[config.mk]
export PLATFORM = sky130hd
export DESIGN_NAME = bsq_order_fifo
export DESIGN_NICKNAME = d
export VERILOG_FILES = /design/src/rtl/bsq_pkg.sv /design/src/rtl/bsq_order_fifo.sv
export SDC_FILE = /design/constraint.sdc
export NUM_CORES = 1
export LEC_CHECK = 0
export BUFFER_PORTS_ARGS = -buffer_cell sky130_fd_sc_hd__clkbuf_2
export CAP_MARGIN = 25
export CORE_UTILIZATION = 56
export CTS_CLUSTER_DIAMETER = 40
export DETAILED_ROUTE_END_ITERATION = 12
export PLACE_DENSITY_LB_ADDON = 0.3
export REMOVE_ABC_BUFFERS = 1
export SYNTH_ARGS = -nofsm -noshare
export SYNTH_HDL_FRONTEND = slang
export SYNTH_SLANG_ARGS = --single-unit
[constraint.sdc]
create_clock -name clock -period 2.3 [get_ports clock]
set_clock_uncertainty 0.2 [all_clocks]
set_input_delay 0.46 -clock clock [delete_from_list [all_inputs] [get_ports clock]]
set_output_delay 0.46 -clock clock [all_outputs]
set_load 0.005 [all_outputs]
[src/rtl/bsq_pkg.sv]
// Shared widths, operation and slot state codes, and command structs for the slot queue.
package bsq_pkg;

   localparam int SLOTS   = 64;
   localparam int SLOT_W  = 6;
   localparam int IDX_W   = 7;
   localparam int COUNT_W = 7;
   localparam int OP_W    = 3;
   localparam int STATE_W = 2;
   localparam int DIM_W   = 16;
   localparam int FMT_W   = 8;
   localparam int STAMP_W = 64;
   localparam int ORDER_DEPTH = 2 ** SLOT_W;

   localparam logic [IDX_W-1:0]   SLOT_LIMIT  = IDX_W'(SLOTS);
   localparam logic [COUNT_W-1:0] COUNT_LIMIT = COUNT_W'(SLOTS);

   localparam logic [OP_W-1:0] OP_DEQUEUE = 3'd0;
   localparam logic [OP_W-1:0] OP_QUEUE   = 3'd1;
   localparam logic [OP_W-1:0] OP_CANCEL  = 3'd2;
   localparam logic [OP_W-1:0] OP_ACQUIRE = 3'd3;
   localparam logic [OP_W-1:0] OP_RELEASE = 3'd4;
   localparam logic [OP_W-1:0] OP_GET     = 3'd5;

   localparam logic [STATE_W-1:0] ST_FREE     = 2'd0;
   localparam logic [STATE_W-1:0] ST_DEQUEUED = 2'd1;
   localparam logic [STATE_W-1:0] ST_QUEUED   = 2'd2;
   localparam logic [STATE_W-1:0] ST_ACQUIRED = 2'd3;

   typedef struct packed {
      logic [OP_W-1:0]    operation;
      logic [IDX_W-1:0]   slot;
      logic [DIM_W-1:0]   width;
      logic [DIM_W-1:0]   height;
      logic [FMT_W-1:0]   pixel_format;
      logic [STAMP_W-1:0] time_ns;
      logic [STAMP_W-1:0] guest_address;
   } req_item_type;

   typedef struct packed {
      logic               wr_geom;
      logic               wr_stamp;
      logic               rd_en;
      logic               rd_get;
      logic [SLOT_W-1:0]  addr;
      logic [DIM_W-1:0]   width;
      logic [DIM_W-1:0]   height;
      logic [FMT_W-1:0]   pixel_format;
      logic [STAMP_W-1:0] time_ns;
      logic [STAMP_W-1:0] guest_address;
   } meta_cmd_type;

   typedef struct packed {
      logic              push;
      logic              pop;
      logic [SLOT_W-1:0] push_slot;
   } order_cmd_type;

endpackage

[src/rtl/bsq_order_fifo.sv]
// Order of queued slots: a memory ring with a prefetched head entry.
module bsq_order_fifo (
   input  logic                          clock,
   input  logic                          reset,
   input  bsq_pkg::order_cmd_type        cmd,
   output logic [bsq_pkg::SLOT_W-1:0]    head_slot,
   output logic [bsq_pkg::COUNT_W-1:0]   count,
   output logic [bsq_pkg::COUNT_W-1:0]   count_next
);
   import bsq_pkg::*;

   logic [SLOT_W-1:0]  order_mem [ORDER_DEPTH];
   logic [SLOT_W-1:0]  head_ff, head_in;
   logic [SLOT_W-1:0]  tail_ff, tail_in;
   logic [COUNT_W-1:0] count_ff, count_in;
   logic [SLOT_W-1:0]  head_data_ff;

   always_comb begin
      head_in  = cmd.pop  ? head_ff + SLOT_W'(1) : head_ff;
      tail_in  = cmd.push ? tail_ff + SLOT_W'(1) : tail_ff;
      count_in = count_ff;
      if (cmd.push) begin
         count_in = count_ff + COUNT_W'(1);
      end else if (cmd.pop) begin
         count_in = count_ff - COUNT_W'(1);
      end
   end

   always_ff @(posedge clock) begin
      if (reset) begin
         head_ff  <= '0;
         tail_ff  <= '0;
         count_ff <= '0;
      end else begin
         head_ff  <= head_in;
         tail_ff  <= tail_in;
         count_ff <= count_in;
      end
   end

   // Keep the entry at the next head ready; bypass a push that lands there.
   always_ff @(posedge clock) begin
      if (cmd.push) begin
         order_mem[tail_ff] <= cmd.push_slot;
      end
      if (cmd.push && (tail_ff == head_in)) begin
         head_data_ff <= cmd.push_slot;
      end else begin
         head_data_ff <= order_mem[head_in];
      end
   end

   assign head_slot  = head_data_ff;
   assign count      = count_ff;
   assign count_next = count_in;

endmodule

==> key figures, run 1 <==
STA
  – Fin worst setup slack: -0.956 ns
  – Setup TNS: -6.86 ns
  – Final hold violation count: 0
  – Slew Limit Headroom: 51.2%
  – Fmax: 307 MHz
  – Endpoints failing setup: 11
  – Clock period minus final worst setup slack: 3.26 ns
  – Tcrit/Tclk final: 142%
  – Actual slew at the worst max-slew pin: 0.732 ns
  – Max-slew violations: 0
  – RSZ-0062 raised after global routing: yes

Status
  – Failing checks: negative setup slack
  – Status: complete, but fails checks

Drt
  – 1st-pass router iterations: 7
  – Post-route ant nets: 0
  – WL final: 38.1 mm
  – Drt wl/cell: 26.1 um
  – DR vias/cell: 6.19
  – DRC errors left: 0
  – Routed via count: 9032
  – DRT iter0 DRCs: 1203

Place
  – Port Buffers: 29
  – Gpl congestion: 0.830
  – Placed Area: 17600 um2
  – Post-place setup slack: -0.615 ns
  – Post-DP HPWL: 22.0 mm

Synthesis
  – Sequential area share after synthesis: 74.3%
  – Asr flop ratio synth: 0%
  – Number of enable flip-flop cells after synthesis: 384
  – Most used DFF post-synth: edfxtp_1
  – Post-Syn Instances: 852
  – Cell variety after synth: 48
  – Avg Inst Size Synth: 19.0 um2
  – Yosys warning total: 0
  – Post-synthesis instance area: 16200 um2
  – Register bit total from synthesis: 409

Setup path
  – Cell-by-cell trace of the critical path: buf_12 -> buf_8 -> mux4_2 -> mux2i_2 -> a211oi_1 -> a22o_1 -> clkbuf_2
  – Crit Path Class: register to output pin
  – WP data required: 1.64 ns
  – Crit start category: register
  – Max incr delay on CP: 0.53 ns
  – Critical path fanouts, max: 7
  – Element type at the critical path end: output pin
  – Critical Path AT: 2.60 ns
  – R2r startpoint: tail_ff[4]$_SDFFE_PP0P_
  – Slowest-stage cell, CP: mux4_2

Cells and area
  – Final nets: 1066
  – Area Growth Syn to Fin: 22.8%
  – Share of layout cells above drive strength 1: 40.9%
  – Design Area, Final: 19900 um2
  – Final Util: 70.8%
  – FILL cells: 1685
  – Inserted Diodes: 0

Clock tree
  – CTS Buf Count: 45
  – H-tree depth: 2
  – CTS Sinks: 409
  – CTS root buf: clkbuf_16
  – Worst-Skew Late Latency: 0.55 ns
  – CTS tree: yes
  – Clock transition at the registers of the reported paths: 0.06 ns
  – CTS max path bufs: 3

Floorplan
  – Die Height: 172 um
  – Row count: 61
  – Total die area: 29600 um2
  – Die Wd: 172 um
  – # IOs: 30
  – Initial core utilization: 57.7%
  – Core box area: 28100 um2

Global routing
  – Grt total ovfl: 0
  – Largest net degree at the start of global routing: 65
  – Antenna violations before repair: 0
  – First-pass GRT wire length: 54.6 mm
  – Total track usage: 26.0%
  – Vias in the first global route: 8901

Power
  – Final Power: 0.0171 W
  – Power Dens Cells: 861 nW/um2
  – Max VDD drop: 557 uV
  – Lkg Pwr: 6.65 nW

Run
  – Number of max-cap violations: 0

Worst hold path
  – Hold Path Class: primary input to register
  – Min-delay src: cmd[6]
==> flip-flops by register name (all words and copies together) (netlist names), named ones only <==
signal	flops
count	7
head_ff	6
order_mem	384
tail_ff	6
==> cells in the mapped netlist (7+ instances only) <==
| cell type | number | area, um2 |
|---|---|---|
| a21oi_1 | 13 | 65.1 |
| nand2b_1 | 10 | 62.6 |
| mux2i_1 | 29 | 290 |
| buf_2 | 12 | 60.1 |
| mux2_2 | 16 | 180 |
| buf_4 | 10 | 75.1 |
| o21ai_0 | 7 | 35.0 |
| xor2_1 | 7 | 61.3 |
| edfxtp_1 | 384 | 11500 |
| dfxtp_1 | 25 | 500 |
| clkbuf_1 | 17 | 63.8 |
| xnor2_1 | 7 | 61.3 |
| nor2b_1 | 20 | 125 |
| o22ai_1 | 11 | 68.8 |
| nand2_1 | 37 | 139 |
| nor2_1 | 73 | 274 |
| mux4_2 | 87 | 1960 |
==> final cells by class <==
| type | count | area, um2 | share of cell area, % |
|---|---|---|---|
| clock buffer | 51 | 1190 | 5.99 |
| clock inverter | 25 | 251 | 1.26 |
| inverter | 3 | 11.3 | 0.0566 |
| multi-input combinational | 391 | 4170 | 20.9 |
| sequential | 409 | 12000 | 60.6 |
| tap | 378 | 473 | 2.38 |
| timing repair buffer | 202 | 1750 | 8.81 |
==> placed cells by master, fill, tap and decap left out, types with 10 or more instances in the layout <==
cell type  netlist  routed
nor2_1          73      69
nor2b_1         20      20
nand2b_1        10      10
mux4_2          87      87
buf_4           10     145
clkbuf_2         0      21
clkbuf_16        0      49
nand2_1         37      33
mux2i_1         29      17
mux2_2          16      16
edfxtp_1       384     384
buf_12           0      14
dfxtp_1         25      19
==> per-layer routing <==
| layer | global-route usage, % | up-vias | wire length [um] |
|---|---|---|---|
| met5 | 0 | - | 0 |
| met4 | 9.12 | 0 | 1180 |
| met3 | 3.98 | 83 | 2990 |
| met2 | 43.4 | 485 | 19000 |
| met1 | 35.1 | 4642 | 14900 |
| li1 | - | 3822 | - |
==> through the flow <==
stage / hold slack, ns / std cells
6_report: 0.131 / 1459
5_1_grt: 0.142 / 1459
4_1_cts: 0.0959 / 1442
3_5_place_dp: 0.232 / 1345
3_3_place_gp: 0.236 / 1345
2_1_floorplan: 0.220 / 803
==> power breakdown <==
part	leakage (nW)	internal (W)	switching (W)	total (W)
logic	2.29	0.00101	0.000896	0.00191
registers	3.66	0.00818	0.0000606	0.00825
clock network	0.701	0.00409	0.00289	0.00697
total	6.65	0.0133	0.00384	0.0171
==> logic make-up (layout without fill, tap and decap cells) <==
group | after synthesis | after routing | share of synthesized area (%)
buffers and inverters | 52 | 281 | 1.81
xor gates and xnor gates | 14 | 14 | 0.757
muxes | 132 | 132 | 15.0
DFF | 409 | 409 | 74.3
and+or+nand+nor | 177 | 177 | 5.18
adders and majority gates | 4 | 4 | 0.309
AOI/OAI and AO/OA | 64 | 64 | 2.65
==> worst max-delay path, delay by kind of cell, from the launching register on <==
kind / cells / cell delay [ns]
buffers and inverters: 3 / 0.43
AO/OA/AOI/OAI: 2 / 0.44
flip-flops: 1 / 0.42
multiplexers: 2 / 0.74
==> worst paths after layout <==
path	endpoint	slack [ns]	cells after the start
worst max-delay path	head_slot[1]	-0.96	7
worst min-delay path	register	0.13	3
worst max register to register	order_mem[17][2]$_DFFE_PP_	0.11	3
worst min register to register	register	0.25	1
==> timing repair <==
item	CTS	global route
setup endpoints to repair	12	17
endpoints found under the hold margin	0	0
buffers inserted	17	19
pin swaps	15	19
gates resized for setup	64	40
gates cloned	4	2
hold buffers	0	0
(Power assumes the default switching activity.)
==> run 2, diff against run 1 <==
--- a/config.mk
+++ b/config.mk
@@ -7,11 +7,10 @@
 export LEC_CHECK = 0
 export BUFFER_PORTS_ARGS = -buffer_cell sky130_fd_sc_hd__clkbuf_2
 export CAP_MARGIN = 25
-export CORE_UTILIZATION = 56
+export CORE_UTILIZATION = 45
 export CTS_CLUSTER_DIAMETER = 40
 export DETAILED_ROUTE_END_ITERATION = 12
 export PLACE_DENSITY_LB_ADDON = 0.3
-export REMOVE_ABC_BUFFERS = 1
 export SYNTH_ARGS = -nofsm -noshare
 export SYNTH_HDL_FRONTEND = slang
 export SYNTH_SLANG_ARGS = --single-unit
==> key figures, run 2 (synthesized netlist as in run 1, its figures left out) <==
Status
  – Status: complete, but fails checks
  – Failing checks: negative setup slack

Setup path
  – Family with the most delay on the worst path: multiplexers
  – Max incr delay on CP: 0.53 ns (about the same)
  – Critical path fanouts, max: 9 (+2)
  – Element type at the critical path end: output pin
  – Crit start category: register
  – WP data required: 1.64 ns (about the same)
  – Critical path buffer and inverter count: 2 (-1)
  – Crit Path Class: register to output pin
  – Critical Path AT: 2.57 ns (-0.03 ns)
  – Cell-by-cell trace of the critical path: buf_12 -> mux4_2 -> mux2i_2 -> o211ai_1 -> a32o_2 -> clkbuf_2
  – Slowest-stage cell, CP: mux4_2

Floorplan
  – Core box area: 35500 um2 (+26%)
  – Die Height: 192 um (+11%)
  – # IOs: 30 (unchanged)
  – Initial core utilization: 45.6% (-12 points)
  – Total die area: 36800 um2 (+24%)
  – Die Wd: 192 um (+11%)
  – Row count: 69 (+13%)

Worst hold path
  – Hold Path Class: primary input to register

Power
  – Internal: 0.0137 W (+2.8%)
  – Max VDD drop: 552 uV (-1.0%)
  – Total net switching power: 0.00405 W (+5.4%)
  – Sw frac: 22.9% (+0.44 points)
  – Clk pwr share: 43.4% (+2.7 points)
  – Power Dens Cells: 879 nW/um2 (+2.1%)
  – Final Power: 0.0177 W (+3.4%)
  – Lkg Pwr: 6.71 nW (+0.76%)
  – Part of the power in registers: 46.5% (-1.6 points)
  – Comb pwr share: 10.0% (-1.1 points)

STA
  – Endpoints failing setup: 10 (-1)
  – Fin worst setup slack: -0.933 ns (+0.0222 ns)
  – Clock period minus final worst setup slack: 3.23 ns (-0.0222 ns)
  – Actual slew at the worst max-slew pin: 0.731 ns (-0.000791 ns)
  – Tcrit/Tclk final: 141% (-0.97 points)
  – RSZ-0062 raised after global routing: yes
  – Slew Limit Headroom: 51.3% (+0.053 points)
  – Max-slew violations: 0 (unchanged)
  – Final hold violation count: 0 (unchanged)
  – Fmax: 309 MHz (+0.69%)

Cells and area
  – Layout Cells excl Fill: 1549 (+6.2%)
  – Share of layout cells above drive strength 1: 41.6% (+0.75 points)
  – Area Growth Syn to Fin: 24.4%
  – Final nets: 1062 (-0.38%)
  – Register with the most flip-flops: order_mem
  – Inserted Diodes: 0 (unchanged)
  – Most frequent cells in the layout: 384 x edfxtp_1, 136 x buf_4, 87 x mux4_2
  – Most common cell after layout, fill and taps aside: edfxtp_1
  – Max reg flops: 384 (unchanged)
  – Register area: 12000 um2 (about the same)
  – FILL cells: 2615 (+55%)
  – Final Util: 56.8% (-14 points)
  – Footprint of the multi-input gates: 4200 um2 (+0.78%)

Place
  – Port Buffers: 29 (unchanged)
  – Gpl congestion: 0.834 (+0.45%)
  – Cell total after placement: 1440 (+7.1%)
  – Post-DP HPWL: 22.8 mm (+3.5%)

Drt
  – DRT iter0 DRCs: 828 (-31%)
  – Post-route ant nets: 0 (unchanged)
  – DR vias/cell: 5.55 (-10%)
  – 1st-pass router iterations: 5 (-2)
  – Drt wl/cell: 23.7 um (-9.1%)
  – DRC errors left: 0 (unchanged)
  – WL final: 36.7 mm (-3.5%)
  – Routed via count: 8592 (-4.9%)

Global routing
  – Vias in the first global route: 8868 (-0.37%)
  – First-pass GRT wire length: 55.8 mm (+2.2%)
  – Total track usage: 21.0% (-5.0 points)
  – Antenna violations before repair: 0 (unchanged)
  – Largest net degree at the start of global routing: 65 (unchanged)
  – Grt total ovfl: 0 (unchanged)

Run
  – Number of max-cap violations: 0 (unchanged)

Clock tree
  – CTS max path bufs: 3 (unchanged)
  – CTS tree: yes
  – H-tree depth: 2 (unchanged)
  – CTS root buf: clkbuf_16
  – Clock transition at the registers of the reported paths: 0.05 ns (about the same)
  – Hold Buf Count CTS: 0 (unchanged)
  – CTS Buf Count: 51 (+13%)
  – CTS Sinks: 409 (unchanged)
  – Worst-Skew Late Latency: 0.58 ns (+0.03 ns)

Synthesis
  – Syn_nets: 866
-- run 2: cell types whose count changed in the layout (fill, tap and decap cells not counted), moves of 3 or more --
| cell | delta |
|---|---|
| o21ai_2 | +3 |
| o21ai_1 | -4 |
| clkbuf_16 | +4 |
| buf_4 | -9 |
| buf_2 | -3 |
| clkbuf_1 | +5 |
| clkbuf_2 | +3 |
-- run 2: metal layers --
metal	part of all wire [%]	track usage, %
met3	6.2	4.22
met1	43	29.2
met2	49	33.5
met4	2.0	6.56
met5	0	0
-- run 2: cell type report --
type / instances / share of cell area, %
well taps: 461 / 2.86
multi-input cells: 391 / 20.8
repair buffers: 192 / 8.24
clock buffers: 61 / 6.63
inverters: 3 / 0.0559
flip-flops and latches: 409 / 59.8
clock inverters: 32 / 1.56
-- run 2: worst min-delay path, delay by kind of cell --
family                    cells  cell delay (ns)
buffers and inverters         2             0.28
xor gates and xnor gates      1             0.13
-- run 2: worst paths after layout --
check                          startpoint                          to  slack (ns)  depth (start not counted)
hold / removal                     cmd[6]                    register        0.15                          3
hold reg to reg     head_ff[5]$_SDFF_PP0_                    register        0.24                          1
setup / recovery                 register                head_slot[5]       -0.93                          6
setup reg to reg  tail_ff[4]$_SDFFE_PP0P_  order_mem[48][1]$_DFFE_PP_        0.17                          4
-- run 2: stage by stage --
stage	setup TNS, ns	hold WS, ns	setup slack (ns)	cell area [um2]
CTS	-7.01	0.107	-0.948	20000
finish	-6.42	0.152	-0.933	20100
global route	-7.47	0.137	-1.01	20100
global placement	-2.20	0.231	-0.463	17900
detailed placement	-2.19	0.232	-0.459	17900
floorplan	0	0.220	0.00119	16200
-- run 2: power by group through the flow --
stage	sequential, W	combinational [W]	clock, W
after floorplan	0.00837	0.000933	0
after global placement	0.00838	0.00151	0
after detailed placement	0.00839	0.00152	0
after CTS	0.00824	0.00173	0.00785
after global routing	0.00825	0.00190	0.00813
final	0.00824	0.00177	0.00769
-- run 2: repair_timing --
| action | in CTS | in global routing |
|---|---|---|
| gates resized for setup | 57 | 43 |
| endpoints found under the setup margin | 12 | 12 |
| gates cloned | 2 | 1 |
| setup buffers | 13 | 3 |
| pin swaps | 12 | 16 |
| endpoints found under the hold margin | 0 | 0 |
